--- src/rtl/core/sbi_pkg.sv ---
// Shared types, codes and defaults for the sorted binary insert unit.
package sbi_pkg;

    localparam int STORE_DEPTH_DEF = 1024;

    localparam int POS_W   = 11;
    localparam int COUNT_W = 11;
    localparam int DATA_W  = 32;
    localparam int INDEX_W = 10;
    localparam int CMD_W   = 2;
    localparam int STAT_W  = 2;

    localparam logic [CMD_W-1:0] CMD_INSERT = 2'd0;
    localparam logic [CMD_W-1:0] CMD_READ   = 2'd1;
    localparam logic [CMD_W-1:0] CMD_CLEAR  = 2'd2;

    localparam logic [STAT_W-1:0] ST_OK        = 2'd0;
    localparam logic [STAT_W-1:0] ST_FULL      = 2'd1;
    localparam logic [STAT_W-1:0] ST_BAD_INDEX = 2'd2;

    typedef struct packed {
        logic [INDEX_W-1:0]       read_index;
        logic signed [DATA_W-1:0] new_value;
        logic [CMD_W-1:0]         command;
    } sbi_req_t;

    typedef struct packed {
        logic [STAT_W-1:0]        status;
        logic signed [DATA_W-1:0] read_data;
        logic [COUNT_W-1:0]       entry_count;
        logic [POS_W-1:0]         insert_position;
    } sbi_res_t;

endpackage

--- src/rtl/core/sbi_seq.sv ---
// Command sequencer: binary search, shift-up pass, indexed read, clear and fill count over the shared store port.
module sbi_seq
    import sbi_pkg::*;
#(
    parameter int DEPTH  = STORE_DEPTH_DEF,
    parameter int ADDR_W = $clog2(DEPTH),
    parameter int CNT_W  = $clog2(DEPTH + 1)
)
(
    input  logic                     clk,
    input  logic                     rst_n,
    input  logic                     start,
    input  sbi_req_t                 req,
    output logic                     ready,
    output logic                     done,
    input  logic                     take,
    output sbi_res_t                 res,
    output logic                     ram_we,
    output logic [ADDR_W-1:0]        ram_waddr,
    output logic signed [DATA_W-1:0] ram_wdata,
    output logic [ADDR_W-1:0]        ram_raddr,
    input  logic signed [DATA_W-1:0] ram_rdata
);

    localparam int OW = (CNT_W > POS_W) ? CNT_W : POS_W;
    localparam int IW = (CNT_W > INDEX_W) ? CNT_W : INDEX_W;

    typedef enum logic [2:0] {
        S_IDLE,
        S_SRCH,
        S_CMP,
        S_SHIFT,
        S_SHEND,
        S_PUT,
        S_RDWAIT,
        S_DONE
    } state_t;

    state_t                   state_reg, state_next;
    logic [CNT_W-1:0]         cnt_reg, cnt_next;
    logic [CNT_W-1:0]         lo_reg, lo_next;
    logic [CNT_W-1:0]         hi_reg, hi_next;
    logic [CNT_W-1:0]         mid_reg, mid_next;
    logic [ADDR_W-1:0]        src_reg, src_next;
    logic [ADDR_W-1:0]        pend_addr_reg, pend_addr_next;
    logic                     pend_reg, pend_next;
    logic signed [DATA_W-1:0] val_reg, val_next;
    sbi_res_t                 res_reg, res_next;

    logic [CNT_W-1:0] mid_calc;
    logic [CNT_W-1:0] cnt_m1;
    logic [CNT_W-1:0] cnt_p1;
    logic [IW-1:0]    idx_ext;
    logic [IW-1:0]    cnt_iext;
    logic [OW-1:0]    cnt_oext;
    logic [OW-1:0]    cnt_p1_oext;
    logic [OW-1:0]    lo_oext;

    assign mid_calc    = lo_reg + ((hi_reg - lo_reg) >> 1);
    assign cnt_m1      = cnt_reg - 1'b1;
    assign cnt_p1      = cnt_reg + 1'b1;
    assign idx_ext     = IW'(req.read_index);
    assign cnt_iext    = IW'(cnt_reg);
    assign cnt_oext    = OW'(cnt_reg);
    assign cnt_p1_oext = OW'(cnt_p1);
    assign lo_oext     = OW'(lo_reg);

    always_comb
    begin
        state_next     = state_reg;
        cnt_next       = cnt_reg;
        lo_next        = lo_reg;
        hi_next        = hi_reg;
        mid_next       = mid_reg;
        src_next       = src_reg;
        pend_addr_next = pend_addr_reg;
        pend_next      = pend_reg;
        val_next       = val_reg;
        res_next       = res_reg;
        ram_we         = 1'b0;
        ram_waddr      = pend_addr_reg;
        ram_wdata      = ram_rdata;
        ram_raddr      = src_reg;

        case (state_reg)
            S_IDLE:
            begin
                if (start)
                begin
                    res_next.insert_position = '0;
                    res_next.entry_count     = cnt_oext[COUNT_W-1:0];
                    res_next.read_data       = '0;
                    res_next.status          = ST_OK;
                    val_next                 = req.new_value;
                    case (req.command)
                        CMD_INSERT:
                        begin
                            if (cnt_reg >= CNT_W'(DEPTH))
                            begin
                                res_next.status = ST_FULL;
                                state_next      = S_DONE;
                            end
                            else
                            begin
                                lo_next    = '0;
                                hi_next    = cnt_reg;
                                state_next = S_SRCH;
                            end
                        end
                        CMD_READ:
                        begin
                            if (idx_ext >= cnt_iext)
                            begin
                                res_next.status = ST_BAD_INDEX;
                                state_next      = S_DONE;
                            end
                            else
                            begin
                                ram_raddr  = idx_ext[ADDR_W-1:0];
                                state_next = S_RDWAIT;
                            end
                        end
                        CMD_CLEAR:
                        begin
                            cnt_next             = '0;
                            res_next.entry_count = '0;
                            state_next           = S_DONE;
                        end
                        default:
                        begin
                            state_next = S_DONE;
                        end
                    endcase
                end
            end
            S_SRCH:
            begin
                if (lo_reg < hi_reg)
                begin
                    ram_raddr  = mid_calc[ADDR_W-1:0];
                    mid_next   = mid_calc;
                    state_next = S_CMP;
                end
                else if (cnt_reg > lo_reg)
                begin
                    src_next   = cnt_m1[ADDR_W-1:0];
                    pend_next  = 1'b0;
                    state_next = S_SHIFT;
                end
                else
                begin
                    state_next = S_PUT;
                end
            end
            S_CMP:
            begin
                if (ram_rdata < val_reg)
                begin
                    lo_next = mid_reg + 1'b1;
                end
                else
                begin
                    hi_next = mid_reg;
                end
                state_next = S_SRCH;
            end
            S_SHIFT:
            begin
                // Read one entry per cycle while the previous one lands one place up.
                ram_raddr      = src_reg;
                ram_we         = pend_reg;
                pend_next      = 1'b1;
                pend_addr_next = src_reg + 1'b1;
                if (src_reg == lo_reg[ADDR_W-1:0])
                begin
                    state_next = S_SHEND;
                end
                else
                begin
                    src_next = src_reg - 1'b1;
                end
            end
            S_SHEND:
            begin
                ram_we     = 1'b1;
                pend_next  = 1'b0;
                state_next = S_PUT;
            end
            S_PUT:
            begin
                ram_we                   = 1'b1;
                ram_waddr                = lo_reg[ADDR_W-1:0];
                ram_wdata                = val_reg;
                cnt_next                 = cnt_p1;
                res_next.insert_position = lo_oext[POS_W-1:0];
                res_next.entry_count     = cnt_p1_oext[COUNT_W-1:0];
                state_next               = S_DONE;
            end
            S_RDWAIT:
            begin
                res_next.read_data = ram_rdata;
                state_next         = S_DONE;
            end
            S_DONE:
            begin
                if (take)
                begin
                    state_next = S_IDLE;
                end
            end
            default:
            begin
                state_next = S_IDLE;
            end
        endcase
    end

    always_ff @(posedge clk or negedge rst_n)
    begin
        if (!rst_n)
        begin
            state_reg <= S_IDLE;
            cnt_reg   <= '0;
            pend_reg  <= 1'b0;
        end
        else
        begin
            state_reg <= state_next;
            cnt_reg   <= cnt_next;
            pend_reg  <= pend_next;
        end
    end

    always_ff @(posedge clk)
    begin
        lo_reg        <= lo_next;
        hi_reg        <= hi_next;
        mid_reg       <= mid_next;
        src_reg       <= src_next;
        pend_addr_reg <= pend_addr_next;
        val_reg       <= val_next;
        res_reg       <= res_next;
    end

    assign ready = (state_reg == S_IDLE);
    assign done  = (state_reg == S_DONE);
    assign res   = res_reg;

    a_count_bound: assert property (@(posedge clk) disable iff (!rst_n)
        cnt_reg <= CNT_W'(DEPTH))
        else $error("fill count exceeds store depth");

    a_search_order: assert property (@(posedge clk) disable iff (!rst_n)
        (state_reg == S_SRCH || state_reg == S_CMP) |-> (lo_reg <= hi_reg && hi_reg <= cnt_reg))
        else $error("search bounds out of order");

    a_shift_range: assert property (@(posedge clk) disable iff (!rst_n)
        state_reg == S_SHIFT |-> (ADDR_W'(src_reg) >= lo_reg[ADDR_W-1:0] && cnt_reg > lo_reg))
        else $error("shift pointer below insert position");

    a_put_once: assert property (@(posedge clk) disable iff (!rst_n)
        state_reg == S_PUT |=> (state_reg == S_DONE && cnt_reg == $past(cnt_reg) + 1'b1))
        else $error("insert did not advance fill count");

endmodule

--- config.mk ---
export PLATFORM = sky130hd
export DESIGN_NAME = sbi_seq
export DESIGN_NICKNAME = d
export VERILOG_FILES = /design/src/rtl/core/sbi_pkg.sv /design/src/rtl/core/sbi_seq.sv
export SDC_FILE = /design/constraint.sdc
export NUM_CORES = 1
export LEC_CHECK = 0
export BUFFER_PORTS_ARGS = -buffer_cell sky130_fd_sc_hd__buf_2
export CAP_MARGIN = 25
export CELL_PAD_IN_SITES_DETAIL_PLACEMENT = 1
export CELL_PAD_IN_SITES_GLOBAL_PLACEMENT = 2
export CORE_UTILIZATION = 30
export CTS_CLUSTER_SIZE = 40
export DETAILED_ROUTE_END_ITERATION = 16
export PLACE_DENSITY_LB_ADDON = 0.05
export SLEW_MARGIN = 20
export SYNTH_ARGS = -nofsm -noshare
export SYNTH_HDL_FRONTEND = slang
export SYNTH_SLANG_ARGS = --single-unit
--- constraint.sdc ---
create_clock -name clk -period 4.4 [get_ports clk]
set_input_delay 0.44 -clock clk [delete_from_list [all_inputs] [get_ports clk]]
set_output_delay 0.44 -clock clk [all_outputs]
set_load 0.1 [all_outputs]
== Yosys cells after proc, flatten, opt, wreduce, memory -nomap -nowiden ==
Index checks and enable logic that the tools add are counted.
Word-level totals
  logic and storage cells: 106
  input port bits: 80
  output and inout bits: 111
  register bits after elaboration: 156
Operators by class
  add/subtract/negate cells: 7
  magnitude comparators: 5
  reduce and logical (&&, ||, !) cells: 18
  multiplexer cells: 43
  equality and inequality tests: 20
Operator list (number)
  two-way mux 11 bit: 10
  two-way mux 10 bit: 8
  one-hot mux 11 bit (2 select lines): 3
  one-hot mux 32 bit (2 select lines): 1
  two-way mux 54 bit: 1
  one-hot mux 22 bit (2 select lines): 1
  one-hot mux 10 bit (2 select lines): 2
  < comparator 32 bit: 1
  two-way mux 32 bit: 1
  adder 11 x 1 -> 11 bit (second input constant): 2
  one-hot mux 3 bit (7 select lines): 1
  subtractor 10 x 1 -> 10 bit (second input constant): 2
  two-way mux 3 bit: 6
  != test 2 bit (second input constant): 8
  equality test 3 bit (second input constant): 4
  adder 11 x 10 -> 11 bit: 1
  greater-or-equal comparator 10 x 11 -> 1 bit: 1
  greater-or-equal comparator 11 bit (second input constant): 1
  greater-than comparator 11 bit: 1
  < comparator 11 bit: 1
  subtractor 11 bit: 1
  adder 10 x 1 -> 10 bit (second input constant): 1
  equality test 10 bit: 1
  AND reduction 5 bit: 2
  19 further kinds: 32

== Longest topological paths before layout ==
Gate-level depths: netlist of run 1.
  depth in word-level cells: 5
  depth in mapped cells: 15
  mapped depth without buffers: 15

== Worst setup path before layout of run 1 ==
No wires, ideal clock.
  kind: reg2out
  start point: reg lo_reg[0] (netlist: lo_oext[0])
  end point: out ram_raddr[4]
  setup slack: -1.202 ns
  cell stages (with the launch flop): 13
  buffers on the path: 0
  required time: 3.960 ns
  data arrival time: 5.162 ns
  path through: edfxtp_1 -> ha_1 -> fa_1 -> inv_1 -> ha_1 -> inv_1 -> fa_1 -> nor2b_1 -> o21a_1 -> nor2_1 -> xnor2_1 -> nor3_1 -> nor4_1
On the way
  cells in the longest elaborated chain, start to end: 4
  elaborated cells between the ends (all ways): 5
  classes of those cells: 2 x add/sub; 1 x order compare; 2 x mux
Ends and longest elaborated chain
  start: declaration: RTL line sbi_seq.sv:41  | logic [CNT_W-1:0] lo_reg, lo_next;
  start signal: assignment: RTL line sbi_seq.sv:236  | lo_reg <= lo_next;
  subtractor 11 bit: RTL line sbi_seq.sv:59  | assign mid_calc = lo_reg + ((hi_reg - lo_reg) >> 1);
  adder 11 x 10 -> 11 bit *: RTL line sbi_seq.sv:59
  via mid_calc[4]: RTL line sbi_seq.sv:50  | logic [CNT_W-1:0] mid_calc;
  two-way mux 10 bit *: RTL line sbi_seq.sv:138  | if (lo_reg < hi_reg)
  one-hot mux 10 bit (2 select lines) *: RTL line sbi_seq.sv:85  | case (state_reg)
  end: declaration: RTL line sbi_seq.sv:21  | output logic [ADDR_W-1:0] ram_raddr,
The timed path passes the listed nets; every way through them passes the cells marked *.

== Final worst setup path of run 1 ==
  start point: reg lo_reg[1] (netlist: lo_oext[1])
  end point: out ram_raddr[9]
Same word-level chain as after synthesis.

==> impl_metrics.yaml, run 1 <==
yosys:
  synth_area_leader: "sky130_fd_sc_hd__edfxtp_1"
  number_of_library_cell_types_mapped_by_synthesis: 74
  synth.avg_cell_area_um2: 10.3
  synth_top_cells_by_area: "sky130_fd_sc_hd__edfxtp_1 44%, sky130_fd_sc_hd__ha_1 10%, sky130_fd_sc_hd__dfrtp_1 3.9%, sky130_fd_sc_hd__o21ai_0 3.6%, sky130_fd_sc_hd__inv_1 3.1%"
  synthesis.instances: 941
  yosys_warnings: 0
  asyncSetResetFlopFracSynth_pct: 9.62
  postSynth.topFlopCell: "sky130_fd_sc_hd__edfxtp_1"
  post_synthesis_instance_area_um2: 9680
  synth_top_cell_area_share_pct: 43.7
  yosys-top-cells-count: "141 x sky130_fd_sc_hd__edfxtp_1, 79 x sky130_fd_sc_hd__inv_1, 78 x sky130_fd_sc_hd__ha_1"
  postSynthRegisterBits: 156
  synth_sequential_area_ratio_pct: 47.6
  post-synth-top-count-cell: "sky130_fd_sc_hd__edfxtp_1"
  synthesis.nets: 1101
  synth-edff-count: 141
power_and_ir_drop:
  pwr_density_cell_nw_per_um2: 274
  power.switching_uw: 880
  ir_worst_vdd_v: 0.000266
  total_leakage_power_uw: 0.00499
  total_power_uw: 3280
  clockPowerShare_pct: 42.7
  switching_share_pct: 26.8
  power_report.internal_total_uw: 2400
  share_of_total_power_in_combinational_logic_pct: 8.5
  pwr-share-seq_pct: 48.8
layout:
  areaGrowthSynthToFinish_pct: 23.9
  fillerInstances: 3607
  number_of_non_filler_instances_in_the_completed_layout: 1562
  regArea_um2: 4610
  final_nets: 1307
  layout-drive-gt1-share_pct: 27.4
  largest_reg_flops: 56
  antenna_cells_inserted: 0
  utilization_pct: 37.9
  multi_input_area_um2: 4730
critical_path:
  critical-path-max-stage-delay_ns: 0.41
  worst-r2r-setup-slack_ns: 1.07
  setup.worst_path.start_class: "register"
  crit_chain: "inv_2 -> ha_4 -> nor2b_4 -> o31a_1 -> o31a_1 -> o21ai_2 -> and2_4 -> xnor2_2 -> ha_2 -> o21ai_1 -> nand2b_1 -> a31o_4 -> a21oi_4 -> xnor2_2 -> a221o_1 -> buf_12"
  crit_fanout: 4
  worstSetupEndpointType: "primary output"
  timing.rr.end: "mid_reg[9]"
  ff2ff_path_depth: 15
  timing.rr.start: "lo_oext[1]"
  critical_path_arrival_ns: 3.93
  cp_slowest_cell: "sky130_fd_sc_hd__edfxtp_1"
  critPathRequiredTime_ns: 3.96
  worst-setup-path-type: "reg -> out"
place:
  port_buffers: 190
  weighted_congestion_reported_at_the_end_of_routability_driven_placement: 0.837
  dp.final_hpwl_um: 25400
  place.detailed.instances: 1514
  place_worst_setup_slack_ns: 0.170
hold_path:
  hold_depth: 1
  worst_hold_startpoint: "req[28]"
  capture_endpoint_of_the_worst_hold_path: "val_reg[26]"
  worst_hold_path_type: "in -> reg"
global_route:
  via_count_of_the_first_global_routing_pass: 8080
  tot_gr_track_use_pct: 20.2
  global_route.overflow_total: 0
  grt_start_max_net_pins: 84
  antenna_found_initial: 2
  grt_first_pass_wirelength_um: 49300
sta:
  final.setup.worst_slack_ns: 0.0305
  fin_skew_ns: 0.00993
  timing.final.hold_violations: 0
  final.min_clock_period_ns: 4.37
  max_clock_freq_mhz: 229
  timing.max_slew.rel_slack_pct: 38.9
  final.period_utilization_pct: 99.3
  rsz0062_at_grt: "yes"
  final_max_slew_viol_count: 0
  worst_slew_pin_slew_ns: 0.914
  finalSetupViolCount: 0
floorplan:
  design.portCount: 191
  fp.dieArea_um2: 33000
  num_rows: 65
  chipWidth_um: 182
  fp.dieH_um: 182
  core_area_um2: 31600
  initial_utilization_pct: 30.6
clock_network:
  numClockSinks: 156
  master_cell_of_the_clock_root_buffer: "sky130_fd_sc_hd__clkbuf_16"
  htree_num_levels: 4
  cts.clk_slew.worst_paths_ns: 0.07
  cts_buffer_depth: 2
  tritoncts.num_buffers: 17
  cts_tree: "done"
  clkLatencyLatePin_ns: 0.44
routing:
  drt_pass1_iterations: 4
  detailedRoute.firstIterationViolations: 335
  postRouteWirelength_um: 32800
  routed-via-count: 7902
  post_drt_via_cell_ratio: 5.06
  drt_drc_violations_left: 0
  average_routed_wire_per_standard_cell_um: 21.0
  drt.antenna.violating_nets: 0
run_status:
  status: "finished clean"
job:
  max-cap-violations: 0
==> layer usage <==
layer / vias up / track usage (%) / share of wire, %
met5: - / 0 / 0.073
met4: 4 / 4.58 / 1.4
met3: 31 / 4.45 / 4.7
met2: 186 / 32.4 / 46
met1: 3867 / 27.7 / 48
li1: 3814 / - / -
==> how the worst max path moves through the flow <==
| stage | start | end | cells after the start | slack, ns |
|---|---|---|---|---|
| floorplan | lo_oext[0] | ram_raddr[4] | 12 | -0.04 |
| global placement | lo_oext[1] | ram_raddr[9] | 16 | 0.26 |
| detailed placement | lo_oext[1] | ram_raddr[9] | 16 | 0.17 |
| CTS | lo_oext[1] | ram_raddr[9] | 16 | -0.09 |
| global route | lo_oext[1] | ram_raddr[9] | 16 | -0.13 |
| finish | lo_oext[1] | ram_raddr[9] | 16 | 0.03 |
==> layout by cell type, fill, tap and decap left out, types with 16 or more instances in the layout <==
master                      netlist  routed
sky130_fd_sc_hd__xor2_1          20      20
sky130_fd_sc_hd__nor2_1          73      71
sky130_fd_sc_hd__mux2_2          19      19
sky130_fd_sc_hd__inv_1           79      76
sky130_fd_sc_hd__buf_2            6     185
sky130_fd_sc_hd__edfxtp_1       141     141
sky130_fd_sc_hd__nor3_1          31      31
sky130_fd_sc_hd__nand2_1         73      73
sky130_fd_sc_hd__o21ai_0         70      67
sky130_fd_sc_hd__a21oi_1         39      36
sky130_fd_sc_hd__clkbuf_16        0      17
sky130_fd_sc_hd__nand3_1         24      24
sky130_fd_sc_hd__ha_1            78      76
sky130_fd_sc_hd__buf_4            1      37
sky130_fd_sc_hd__xnor2_1         30      27
sky130_fd_sc_hd__a21o_1          16      16
sky130_fd_sc_hd__and2_1          35      34
==> per-stage QoR <==
step | area [µm²] | TNS [ns] | hold slack (ns)
2_1_floorplan | 9710 | -0.0441 | 0.144
3_3_place_gp | 11200 | 0 | 0.398
3_5_place_dp | 11200 | 0 | 0.393
4_1_cts | 11800 | -0.0890 | 0.144
5_1_grt | 12000 | -0.197 | 0.141
6_report | 12000 | 0 | 0.167
==> critical path: cells and delay by family (launching register included) <==
family / cells / cell delay (ns)
AOI/OAI and AO/OA: 7 / 1.67
xor gates and xnor gates: 2 / 0.21
adders and majority gates: 2 / 0.50
buffers and inverters: 2 / 0.28
DFF: 1 / 0.41
and+or+nand+nor: 3 / 0.40
==> area by class of cell <==
| type | count | share of cell area, % |
|---|---|---|
| Tap cell | 402 | 4.19 |
| Sequential cell | 156 | 38.4 |
| Multi-Input combinational cell | 664 | 39.4 |
| Timing Repair Buffer | 229 | 11.0 |
| Clock buffer | 17 | 3.54 |
| Clock inverter | 15 | 0.959 |
| Inverter | 79 | 2.47 |
==> power groups by stage <==
stage,Sequential [µW],Combinational (µW),Clock (µW)
after floorplan,1640,180,0
after global placement,1630,282,0
after detailed placement,1630,282,0
after CTS,1600,284,1440
after global routing,1600,302,1490
final,1600,281,1400
==> cell families (layout without fill, tap and decap cells) <==
logic type / count (synthesis) / in the layout / share of synthesized area, %
DFF: 156 / 156 / 47.6
AOI/OAI and AO/OA: 197 / 197 / 13.1
and+or+nand+nor: 306 / 306 / 15.9
xor gates and xnor gates: 50 / 50 / 4.52
muxes: 31 / 31 / 3.50
buffers and inverters: 121 / 340 / 4.88
adders and majority gates: 80 / 80 / 10.5
==> what timing repair did <==
item,in CTS,in global routing
endpoints found under the hold margin,15,0
endpoints found under the setup margin,5,5
gates cloned,0,0
pin swaps,0,16
hold buffers,1,0
resized for setup,4,21
buffers inserted,1,14
Power figures use the tool's default switching activity.
==> run 2: changes to the inputs <==
==> constraint.sdc (replaced) <==
create_clock -name clk -period 4.4 [get_ports clk]
set_input_delay 0.88 -clock clk [delete_from_list [all_inputs] [get_ports clk]]
set_output_delay 0.88 -clock clk [all_outputs]
set_load 0.1 [all_outputs]
==> run 2 against run 1 <==
  * Global-route usage is 0.45 points higher
  * The run now ends with negative setup slack left
  * Clock skew is 0.0015 ns higher
  * Register-to-register slack hardly changed
  * Total power is 3.4% higher
  * Highest routed layer unchanged
==> impl_metrics.yaml, run 2 (synthesis results as in run 1) <==
run_status:
  status: "finished with violations"
  violations: "negative setup slack"
critical_path:
  worst-r2r-setup-slack_ns: 1.06
  timing.rr.end: "mid_reg[10]"
  critPathRequiredTime_ns: 3.52
  critical_path_arrival_ns: 3.87
  crit_chain: "ha_1 -> nor2b_4 -> o31a_1 -> o31a_1 -> buf_6 -> a21oi_4 -> ha_4 -> o211ai_1 -> o211ai_1 -> a31o_2 -> a21oi_2 -> xnor2_2 -> a221o_2 -> buf_12"
  worstSetupEndpointType: "primary output"
  timing.rr.start: "hi_reg[1]"
  setup.worst_path.start_class: "register"
  critical-path-max-stage-delay_ns: 0.39
  crit_fanout: 2
  cp_slowest_cell: "sky130_fd_sc_hd__edfxtp_1"
  worst-setup-path-type: "reg -> out"
  worst_setup_path_startpoint: "hi_reg[1]"
  ff2ff_path_depth: 15
global_route:
  tot_gr_track_use_pct: 20.7
  via_count_of_the_first_global_routing_pass: 8329
  grt_first_pass_wirelength_um: 51000
  grt_start_max_net_pins: 78
  antenna_found_initial: 1
  global_route.overflow_total: 0
sta:
  fin_skew_ns: 0.0115
  worst_slew_pin_slew_ns: 0.938
  final_max_slew_viol_count: 0
  final.min_clock_period_ns: 4.75
  setup_total_negative_slack_ns: -1.37
  rsz0062_at_grt: "yes"
  final.setup.worst_slack_ns: -0.347
  finalSetupViolCount: 6
  timing.final.hold_violations: 0
  timing.max_slew.rel_slack_pct: 37.3
  final.period_utilization_pct: 108
  max_clock_freq_mhz: 211
floorplan:
  num_rows: 65
  core_area_um2: 31600
  fp.dieArea_um2: 33000
  initial_utilization_pct: 30.6
  design.portCount: 191
  fp.dieH_um: 182
  chipWidth_um: 182
routing:
  drt_pass1_iterations: 4
  average_routed_wire_per_standard_cell_um: 21.0
  postRouteWirelength_um: 33500
  drt.antenna.violating_nets: 0
  post_drt_via_cell_ratio: 5.04
  drt_drc_violations_left: 0
  routed-via-count: 8027
  detailedRoute.firstIterationViolations: 354
power_and_ir_drop:
  total_leakage_power_uw: 0.00525
  power.switching_uw: 854
  share_of_total_power_in_combinational_logic_pct: 8.1
  pwr_density_cell_nw_per_um2: 268
  pwr-share-seq_pct: 47.2
  switching_share_pct: 25.2
  ir_worst_vdd_v: 0.000274
  clockPowerShare_pct: 44.7
  power_report.internal_total_uw: 2540
clock_network:
  htree_num_levels: 4
  clkLatencyLatePin_ns: 0.44
  cts.clk_slew.worst_paths_ns: 0.07
  tritoncts.num_buffers: 17
  master_cell_of_the_clock_root_buffer: "sky130_fd_sc_hd__clkbuf_16"
  cts_buffer_depth: 2
  numClockSinks: 156
  cts_tree: "done"
layout:
  number_of_non_filler_instances_in_the_completed_layout: 1594
  most_common_library_cell_in_the_layout_ignoring_fill_and_taps: "sky130_fd_sc_hd__buf_2"
  areaGrowthSynthToFinish_pct: 30.7
  final_nets: 1339
  antenna_cells_inserted: 0
  multi_input_area_um2: 4990
  layout-drive-gt1-share_pct: 31.4
  largest_reg_flops: 56
  fillerInstances: 3548
  mostFrequentLayoutCells: "180 x sky130_fd_sc_hd__buf_2, 141 x sky130_fd_sc_hd__edfxtp_1, 76 x sky130_fd_sc_hd__inv_1"
  regArea_um2: 4610
place:
  place.detailed.instances: 1538
  weighted_congestion_reported_at_the_end_of_routability_driven_placement: 0.838
  port_buffers: 190
  place_worst_setup_slack_ns: -0.0320
  dp.final_hpwl_um: 25600
job:
  max-cap-violations: 0
hold_path:
  worst_hold_path_type: "in -> async"
## run 2: what timing repair did
item | in CTS | in global routing
pin swaps | 22 | 19
setup endpoints to repair | 6 | 10
setup buffers | 15 | 11
hold buffers | 0 | 0
gates resized for setup | 42 | 18
## run 2: worst max-delay path, delay by kind of cell (launching register included)
| family | cells | cell delay [ns] |
|---|---|---|
| buffers and inverters | 2 | 0.31 |
| and+or+nand+nor | 1 | 0.14 |
| adders and majority gates | 2 | 0.56 |
| xor gates and xnor gates | 1 | 0.11 |
| AOI/OAI and AO/OA | 8 | 1.91 |
| DFF | 1 | 0.39 |
## run 2: final cells by class
class	instances	area share (%)
Sequential cell	156	36.4
Clock inverter	11	0.939
Clock buffer	21	3.65
Timing Repair Buffer	261	13.3
Tap cell	402	3.97
Multi-Input combinational cell	664	39.4
Inverter	79	2.34
## run 2: metrics by stage
stage          total power, µW  utilization (%)  instance area, µm²  hold WS (ns)
6_report                  3400             40.0               12700         0.353
5_1_grt                   3510             40.0               12700         0.365
4_1_cts                   3440             39.4               12500         0.358
3_5_place_dp              1910             36.6               11600         0.569
3_3_place_gp              1910             36.6               11600         0.558
2_1_floorplan             1820                -                9760         0.535
## run 2: worst max path at each step
stage / endpoint / slack (ns)
4_1_cts: ram_raddr[9] / -0.33
5_1_grt: ram_raddr[9] / -0.50
3_3_place_gp: ram_raddr[9] / 0.003
2_1_floorplan: ram_raddr[6] / 0.02
3_5_place_dp: ram_raddr[9] / -0.03
6_report: ram_raddr[9] / -0.35
## run 2: per-layer routing
metal  global-route usage [%]  part of all wire (%)
met1                     27.1                    47
met2                     35.1                    48
met3                     3.95                   3.8
met4                     4.71                   1.4
met5                        0                 0.024
## run 2: power groups by stage
stage | combinational [µW] | clock [µW] | sequential, µW
2_1_floorplan | 180 | 0 | 1640
3_3_place_gp | 276 | 0 | 1630
3_5_place_dp | 277 | 0 | 1630
4_1_cts | 279 | 1560 | 1600
5_1_grt | 298 | 1610 | 1600
6_report | 276 | 1520 | 1600
